===== src/dq_pkg.sv =====
// Package: sizes, operation and status codes, and word conversion helpers for the deque.
`default_nettype none
package dq_pkg;

  localparam int DEPTH      = 16;
  localparam int DATA_WIDTH = 32;
  localparam int IDX_W      = (DEPTH > 1) ? $clog2(DEPTH) : 1;
  localparam int CNT_W      = $clog2(DEPTH + 1);
  localparam int SUM_W      = CNT_W + 1;
  localparam int PORT_W     = 32;
  localparam int KIND_W     = 3;
  localparam int STATUS_W   = 2;
  localparam int COUNT_W    = 5;

  localparam logic [KIND_W-1:0] KIND_ADD_FRONT = 3'd0;
  localparam logic [KIND_W-1:0] KIND_ADD_BACK  = 3'd1;
  localparam logic [KIND_W-1:0] KIND_REM_FRONT = 3'd2;
  localparam logic [KIND_W-1:0] KIND_REM_BACK  = 3'd3;
  localparam logic [KIND_W-1:0] KIND_RD_FRONT  = 3'd4;
  localparam logic [KIND_W-1:0] KIND_RD_BACK   = 3'd5;

  localparam logic [STATUS_W-1:0] ST_OK    = 2'd0;
  localparam logic [STATUS_W-1:0] ST_EMPTY = 2'd1;
  localparam logic [STATUS_W-1:0] ST_FULL  = 2'd2;

  localparam logic [CNT_W-1:0]   CNT_FULL   = CNT_W'(DEPTH);
  localparam logic [COUNT_W-1:0] COUNT_FULL = COUNT_W'(DEPTH);

  typedef logic [DATA_WIDTH-1:0] word_t;
  typedef logic [IDX_W-1:0]      idx_t;
  typedef logic [CNT_W-1:0]      cnt_t;

  typedef struct packed {
    logic                wr_en;
    logic                rd_en;
    idx_t                addr;
    idx_t                front_next;
    cnt_t                count_next;
    logic [STATUS_W-1:0] status;
  } op_t;

  function automatic word_t to_word(input logic [PORT_W-1:0] v);
    word_t w;
    for (int i = 0; i < DATA_WIDTH; i++) begin
      w[i] = (i < PORT_W) ? v[i] : 1'b0;
    end
    return w;
  endfunction

  function automatic logic [PORT_W-1:0] to_port(input word_t w);
    logic [PORT_W-1:0] v;
    for (int i = 0; i < PORT_W; i++) begin
      v[i] = (i < DATA_WIDTH) ? w[i] : 1'b0;
    end
    return v;
  endfunction

  function automatic logic [COUNT_W-1:0] to_count(input cnt_t c);
    logic [COUNT_W-1:0] v;
    for (int i = 0; i < COUNT_W; i++) begin
      v[i] = (i < CNT_W) ? c[i] : 1'b0;
    end
    return v;
  endfunction

endpackage
`default_nettype wire


===== src/dq_ptr.sv =====
// Operation decode: entry slot, memory access and next front index and count.
`default_nettype none
module dq_ptr
  import dq_pkg::*;
(
  input  wire logic [KIND_W-1:0] kind,
  input  wire idx_t              front,
  input  wire cnt_t              count,
  output op_t                    op
);

  logic [SUM_W-1:0] tail_sum;
  logic [SUM_W-1:0] back_sum;
  idx_t             tail_slot;
  idx_t             back_slot;
  idx_t             front_dec;
  idx_t             front_inc;
  cnt_t             count_dec;

  always_comb begin
    tail_sum = SUM_W'(front) + SUM_W'(count);
    back_sum = tail_sum - SUM_W'(1);
    tail_slot = (tail_sum >= SUM_W'(DEPTH)) ? IDX_W'(tail_sum - SUM_W'(DEPTH))
                                            : IDX_W'(tail_sum);
    back_slot = (back_sum >= SUM_W'(DEPTH)) ? IDX_W'(back_sum - SUM_W'(DEPTH))
                                            : IDX_W'(back_sum);
    front_dec = (front == '0) ? IDX_W'(DEPTH - 1) : front - IDX_W'(1);
    front_inc = (SUM_W'(front) + SUM_W'(1) >= SUM_W'(DEPTH)) ? '0 : front + IDX_W'(1);
    count_dec = count - CNT_W'(1);
  end

  always_comb begin
    op.wr_en      = 1'b0;
    op.rd_en      = 1'b0;
    op.addr       = front;
    op.front_next = front;
    op.count_next = count;
    op.status     = ST_OK;
    case (kind)
      KIND_ADD_FRONT, KIND_ADD_BACK: begin
        if (count >= CNT_FULL) begin
          op.status = ST_FULL;
        end else begin
          op.wr_en      = 1'b1;
          op.count_next = count + CNT_W'(1);
          if (kind == KIND_ADD_FRONT) begin
            op.addr       = front_dec;
            op.front_next = front_dec;
          end else begin
            op.addr = tail_slot;
          end
        end
      end
      KIND_REM_FRONT, KIND_REM_BACK, KIND_RD_FRONT, KIND_RD_BACK: begin
        if (count == '0) begin
          op.status = ST_EMPTY;
        end else begin
          op.rd_en = 1'b1;
          op.addr  = (kind == KIND_REM_FRONT || kind == KIND_RD_FRONT) ? front : back_slot;
          if (kind == KIND_REM_FRONT) begin
            op.front_next = front_inc;
            op.count_next = count_dec;
          end else if (kind == KIND_REM_BACK) begin
            op.count_next = count_dec;
          end
          if ((kind == KIND_REM_FRONT || kind == KIND_REM_BACK) && count_dec == '0) begin
            op.front_next = '0;
          end
        end
      end
      default: begin
      end
    endcase
  end

endmodule
`default_nettype wire


===== src/double_ended_queue.sv =====
// Top level: double-ended queue of data words on a ring buffer in one synchronous memory.
//
//  channel | signals                                        | role
//  --------+------------------------------------------------+--------------------------
//  in      | in_valid, in_ready, kind, value_in             | one operation per beat
//  out     | out_valid, out_ready, value_out, status,       | one result per operation
//          | is_empty, entry_count                          |
//
// An add, an error and an unused code register their result directly; a remove or read
// first registers the entry memory word, then the result in the read state.
// Reset clears the front index and count; the entry memory is not cleared.
// A new beat is taken only in the idle state while the result register is free or drained in that cycle.
// A stalled result holds in the output register until out_ready.
`default_nettype none
module double_ended_queue
  import dq_pkg::*;
(
  input  wire logic                clk,
  input  wire logic                rst,
  input  wire logic                in_valid,
  output logic                     in_ready,
  input  wire logic [KIND_W-1:0]   kind,
  input  wire logic [PORT_W-1:0]   value_in,
  output logic                     out_valid,
  input  wire logic                out_ready,
  output logic [PORT_W-1:0]        value_out,
  output logic [STATUS_W-1:0]      status,
  output logic                     is_empty,
  output logic [COUNT_W-1:0]       entry_count
);

  localparam logic S_IDLE = 1'b0;
  localparam logic S_READ = 1'b1;

  logic  state;
  logic  state_next;
  idx_t  front;
  cnt_t  count;
  op_t   op;
  logic  accept;
  word_t mem [DEPTH];
  word_t mem_q;

  dq_ptr u_ptr (
    .kind  (kind),
    .front (front),
    .count (count),
    .op    (op)
  );

  assign in_ready = (state == S_IDLE) && (!out_valid || out_ready);
  assign accept   = in_valid && in_ready;

  always_ff @(posedge clk) begin
    if (accept && op.wr_en) begin
      mem[op.addr] <= to_word(value_in);
    end
    if (accept && op.rd_en) begin
      mem_q <= mem[op.addr];
    end
  end

  always_comb begin
    state_next = state;
    case (state)
      S_IDLE: begin
        if (accept && op.rd_en) begin
          state_next = S_READ;
        end
      end
      S_READ: state_next = S_IDLE;
      default: state_next = S_IDLE;
    endcase
  end

  always_ff @(posedge clk) begin
    if (rst) begin
      state     <= S_IDLE;
      front     <= '0;
      count     <= '0;
      out_valid <= 1'b0;
    end else begin
      state <= state_next;
      if (accept) begin
        front     <= op.front_next;
        count     <= op.count_next;
        out_valid <= !op.rd_en;
      end else if (state == S_READ) begin
        out_valid <= 1'b1;
      end else if (out_ready) begin
        out_valid <= 1'b0;
      end
    end
  end

  always_ff @(posedge clk) begin
    if (accept) begin
      value_out   <= '0;
      status      <= op.status;
      is_empty    <= (op.count_next == '0);
      entry_count <= to_count(op.count_next);
    end else if (state == S_READ) begin
      value_out <= to_port(mem_q);
    end
  end

endmodule
`default_nettype wire


===== config.mk =====
export PLATFORM = sky130hd
export DESIGN_NAME = double_ended_queue
export DESIGN_NICKNAME = d
export VERILOG_FILES = /design/src/dq_pkg.sv /design/src/dq_ptr.sv /design/src/double_ended_queue.sv
export SDC_FILE = /design/constraint.sdc
export NUM_CORES = 1
export LEC_CHECK = 0
export BUFFER_PORTS_ARGS = -buffer_cell sky130_fd_sc_hd__buf_2
export CORE_MARGIN = 4
export CORE_UTILIZATION = 40
export CTS_BUF_LIST = sky130_fd_sc_hd__clkbuf_4 sky130_fd_sc_hd__clkbuf_8 sky130_fd_sc_hd__clkbuf_16
export CTS_CLUSTER_SIZE = 14
export DETAILED_ROUTE_END_ITERATION = 6
export HOLD_SLACK_MARGIN = 0.08
export PLACE_DENSITY = 0.65
export SLEW_MARGIN = 30
export SYNTH_ARGS = -nofsm -noshare
export SYNTH_HDL_FRONTEND = slang
export SYNTH_SLANG_ARGS = --single-unit

===== constraint.sdc =====
create_clock -name clk -period 5.2 [get_ports clk]
set_input_delay 0.52 -clock clk [delete_from_list [all_inputs] [get_ports clk]]
set_output_delay 0.52 -clock clk [all_outputs]
set_load 0.02 [all_outputs]

# == Word level (Yosys, flattened, before mapping) ==
# Memory sizes are Yosys's and may differ from the RTL's. A register that Yosys moved wholly into a read port is not among the register bits.
# Cells that the tools add are included.
# op_classes
n_addsub,9
n_lt_le_gt_ge,4
eq_ne,9
muxes,26
bitwise_logic,1
reduce_logical,20
# op_table
cell,count
4-bit 2-to-1 mux,9
15-bit one-hot mux with 2 select lines,1
"6-bit by 5-bit >= comparator with 1-bit output, second input constant",3
5-bit logical NOT,3
14-bit 2-to-1 mux,1
13-bit 2-to-1 mux,1
"4-bit by 1-bit subtractor with 4-bit output, second input constant",3
1-bit 2-to-1 mux,10
5-bit 2-to-1 mux,2
4-bit by 5-bit adder with 6-bit output,1
"3-bit by 2-bit equality test with 1-bit output, second input constant",2
"3-bit equality test, second input constant",2
6-bit AND reduction,1
"6-bit by 1-bit subtractor with 6-bit output, second input constant",1
"4-bit by 1-bit adder with 5-bit output, second input constant",1
"5-bit by 1-bit adder with 5-bit output, second input constant",1
"5-bit >= comparator, second input constant",1
1-bit logical AND,5
"5-bit by 1-bit subtractor with 5-bit output, second input constant",1
"4-bit by 1-bit adder with 4-bit output, second input constant",1
4-bit logical NOT,1
"2-bit != test, second input constant",2
4-bit OR reduction,1
"3-bit by 1-bit equality test with 1-bit output, second input constant",1
other kinds (11),14
# totals
ff_bits,51
mem_bits_rw,512
input_bits,39
word_cells,78
mem_count,1
# mem_list
name,depth,word_bits,rd,rd_clocked_by_memory_dff,wr,line,rtl
mem,16,32,1,1,1,double_ended_queue.sv:41,word_t mem [DEPTH];

# == Depth between registers and ports, before layout ==
# depth
word_depth,10
ltp_mapped,13
mapped_depth_nobuf,11

# == By module ==
# Synthesis repeated with hierarchy kept, for this count alone.
# hier_totals
cells_unflattened,1159
area_unflattened_um2,23140.9
# modules_own_cells
mod,instances,cells_each,area_per_inst_um2
double_ended_queue,1,1010,22058.7
dq_ptr,1,149,1082.3

# == Worst setup path before layout ==
# No wires, ideal clock.
# synth_timing
kind,reg-to-reg
from,register count[0]
to,"memory mem[0][0] (netlist bit), enable pin"
arrival_ns,3.856
t_required_ns,4.779
slack_ns,0.923
path_stages_with_launch,11
path_buffers,2
path_cell_list,dfxtp_1 > ha_1 > fa_1 > and2_1 > o21ai_1 > o211ai_1 > a21oi_1 > buf_2 > clkbuf_1 > nand2_1 > nor2_1
# synth_via
elab_chain_cells,7
word_cells_on_any_way,20
# synth_lines
element,line,rtl
from (decl),double_ended_queue.sv:38,cnt_t count;
from (signal assigned),double_ended_queue.sv:86,count <= op.count_next;
4-bit by 5-bit adder with 6-bit output,dq_ptr.sv:21,tail_sum = SUM_W'(front) + SUM_W'(count);
6-bit by 1-bit subtractor with 6-bit output,dq_ptr.sv:22,back_sum = tail_sum - SUM_W'(1);
6-bit by 5-bit >= comparator with 1-bit output or 4-bit by 1-bit subtractor with 4-bit output (tied branches),dq_ptr.sv:25,back_slot = (back_sum >= SUM_W'(DEPTH)) ? IDX_W'(back_sum - SUM_W'(DEPTH))
4-bit 2-to-1 mux,dq_ptr.sv:25,
4-bit 2-to-1 mux,dq_ptr.sv:59,op.addr = (kind == KIND_REM_FRONT || kind == KIND_RD_FRONT) ? front : back_slot;
14-bit 2-to-1 mux,dq_ptr.sv:55,if (count == '0) begin
15-bit one-hot mux with 2 select lines,dq_ptr.sv:39,case (kind)
to (decl),double_ended_queue.sv:41,
# Several ways; a longest one is shown, not always the timed one. The select of a mux whose other input is x is not followed.

# == Worst setup path in the final report ==
# layout_timing
from,register count[0]
to,register mem_q[18] (read register of mem) (data pin)
# layout_via
elab_chain_cells,7
word_cells_on_any_way,17
# layout_lines
element,line,rtl
4-bit by 5-bit adder with 6-bit output,dq_ptr.sv:21,
6-bit by 1-bit subtractor with 6-bit output,dq_ptr.sv:22,
6-bit by 5-bit >= comparator with 1-bit output or 4-bit by 1-bit subtractor with 4-bit output (tied branches),dq_ptr.sv:25,
4-bit 2-to-1 mux,dq_ptr.sv:25,
4-bit 2-to-1 mux,dq_ptr.sv:59,
14-bit 2-to-1 mux,dq_ptr.sv:55,
15-bit one-hot mux with 2 select lines,dq_ptr.sv:39,
to (decl),double_ended_queue.sv:42,word_t mem_q;
# Several ways; a longest one is shown, not always the timed one. The select of a mux whose other input is x is not followed.
# A chain may end at the register's enable or synchronous reset.

==> reports/metrics.yaml <==
finalPower_w: 0.0111
crit_fanout: 67
highest_layer: "met5"
io_buffers: 80
crit_type: "reg2reg"
max-vdd-ir-drop_uv: 255
clk_pin_slew_ns: 0.06
cellPowerDensity_mw_per_mm2: 416
setup_tns_ns: 0
finalCritPeriodShare_pct: 80.1
fp.dieW_um: 248
place.gp.congestion: 0.856
hold_class: "in2reg"
worst-slew-pin-transition_ns: 0.945
setup_viol: 0
regToRegSetupSlack_ns: 1.04
fmax_mhz: 240
nets: 1471
crit_end: "mem_q[18]$_DFFE_PP_"
syn-cell-area_mm2: 0.0230
netlist_instances: 1336
switching_share_pct: 24.0
wl_met1_um: 23600
dp_cells: 2117
cts_max_level: 2
core-area_mm2: 0.0566
ctsHoldBuffers: 0
skew_ns: 0.0323
intPower_w: 0.00840
drc: 0
grt_pass1_vias: 13054
syn_avg_cell_area_um2: 17.2
grt_antenna_before_repair: 6
track_usage_pct: 18.3
period_needed_ns: 4.16
start_util_pct: 40.6
rsz0062_at_grt: "false"
clockPowerShare_pct: 40.0
numCtsBuffers: 58
gr-total-overflow: 0
cts_tree: "yes"
pwr-share-comb_pct: 11.4
syn_to_final_growth_pct: 15.9
syn_nets: 1385
postCtsSetupBuffers: 0
wl_met3_um: 4620
hold_violations: 0
yosys_warnings: 0
synth_edf_count: 552
reg2reg_from: "count[0]$_SDFFE_PP0P_"
drtAntennaViolNets: 0
worst_setup_path_end_kind: "flip-flop"
dr_wl_met2_um: 27500
die-area_mm2: 0.0613
die_height_um: 248
cts_resized: 0
drtPass1Iterations: 7
ys_ff_latch: 595
via_count: 13087
rows: 87
run_status: "finished clean"
cp_data_required_time_ns: 5.60
async_flop_share_pct: 0
clkLatencyLatePin_ns: 0.63
yosysSeqAreaShare_pct: 76.0
slew_violations: 0
hpwlAfterDp_um: 30700
drtIter0Drc: 1890
p_sw_w: 0.00266
synth_cell_types: 68
crit_arrival_ns: 4.56
synth-main-ff-cell: "edfxtp_1"
boundaryPins: 81
drt-total-wl_um: 56900
power_frac_seq_pct: 48.6
via_per_inst: 5.87
grt_pass1_wl_um: 84700
grt_max_degree: 129
setup.worst_path.start: "count[0]$_SDFFE_PP0P_"
cts_sinks: 595
crit_path_start_kind: "flip-flop"
relSlewSlack_pct: 37.0
rr_worst_depth: 10
setup_ws_ns: 1.04
p_leak_nw: 8.52
wire_per_inst_um: 25.5
clockBufferDepth: 3
fin_cells: 2230
post-place-ws_ns: 1.12
whs_ns: 0.178
drive_above_1_share_pct: 23.7
root_buffer: "clkbuf_16"
reg2reg_to: "mem_q[18]$_DFFE_PP_"
drv_cap: 0
## flip-flops by register name, summed over array words and instances (netlist names)
name / cells
mem: 512
state: 1
out_valid: 1
count: 5
is_empty: 1
value_out: 32
status: 2
mem_q: 32
front: 4
entry_count: 5
## how the worst min path moves through the flow
stage                                     startpoint  cells past startpoint                         end
after detailed placement          mem_q[3]$_DFFE_PP_                      2   value_out[3]$_SDFFE_PP0P_
after CTS                                   in_valid                      3      out_valid$_SDFFE_PP0P_
after global placement    value_out[18]$_SDFFE_PP0P_                      2  value_out[18]$_SDFFE_PP0P_
after global routing                        in_valid                      3      out_valid$_SDFFE_PP0P_
final                                       in_valid                      3      out_valid$_SDFFE_PP0P_
after floorplan                  mem_q[31]$_DFFE_PP_                      2  value_out[31]$_SDFFE_PP0P_
## critical path, cell delays in order, from the launching register on
cell,delay (ns)
dfxtp_1,0.41
inv_1,0.15
ha_1,0.32
or4b_1,0.64
and2_1,0.29
nand3_1,0.19
o2111a_4,0.87
buf_4,0.37
a222oi_1,0.13
a21boi_1,0.21
o2111ai_1,0.34
## metrics by stage
| step | area (um^2) | util (%) |
|---|---|---|
| after floorplan | 23000 | - |
| after global placement | 24500 | 43.3 |
| after detailed placement | 24600 | 43.4 |
| after CTS | 26600 | 47.0 |
| after global routing | 26600 | 47.0 |
| final | 26600 | 47.0 |
## metal layers
layer	vias up	global-route usage, %
met1	6673	25.3
li1	5756	-
met4	4	5.01
met3	89	3.54
met5	-	0
met2	565	30.0
## cell usage after synthesis, drive strengths merged (7+ instances only)
cell	number	share of area, %
nor3	11	0.29
a21oi	15	0.34
o2111ai	33	1.3
clkbuf	52	0.85
ha	9	0.49
dfxtp	43	3.7
o21ai	8	0.17
a21o	98	3.2
or3b	96	3.7
edfxtp	552	72
mux2i	33	1.4
a21boi	33	1.1
nand3	7	0.20
nor2	73	1.2
nand2	25	0.41
inv	13	0.21
a222oi	128	5.6
buf	47	1.2
## power by group through the flow
| stage | Combinational [W] | Sequential (W) | Clock, W |
|---|---|---|---|
| 6_report | 0.00127 | 0.00537 | 0.00442 |
| 5_1_grt | 0.00136 | 0.00538 | 0.00472 |
| 4_1_cts | 0.00126 | 0.00537 | 0.00449 |
| 3_5_place_dp | 0.00126 | 0.00548 | 0 |
| 3_3_place_gp | 0.00124 | 0.00547 | 0 |
| 2_1_floorplan | 0.000781 | 0.00549 | 0 |
## cell type report
type / instances / area [um^2]
antenna: 3 / 7.51
clock buffer: 75 / 1620
clock inverter: 34 / 425
fill: 4757 / 30000
inverter: 13 / 48.8
multi-input combinational: 629 / 5180
sequential: 595 / 17400
tap: 756 / 946
timing repair buffer: 125 / 946
## layout by cell type, fill, tap and decap left out, types with 24 or more instances in the layout
master     synthesis  layout
a21boi_1          24      24
a21o_1            98      97
a222oi_1         128     128
buf_2             34      80
buf_4              2      28
clkbuf_16          0      59
dfxtp_1           43      42
edfxtp_1         552     552
mux2i_1           33      33
nand2_1           25      24
nor2_1            73      55
o2111ai_1         33      33
or3b_2            85      85
## cell families (layout without fill, tap and decap cells)
group,Yosys count,count (layout),synth area share (%)
DFF,595,595,76.0
AOI/OAI and AO/OA,347,347,13.0
and+or+nand+nor,233,233,6.41
buffers and inverters,112,247,2.28
muxes,33,33,1.44
adders and majority gates,10,10,0.578
xor gates and xnor gates,6,6,0.311
other,0,3,0
(Power assumes the default switching activity.)
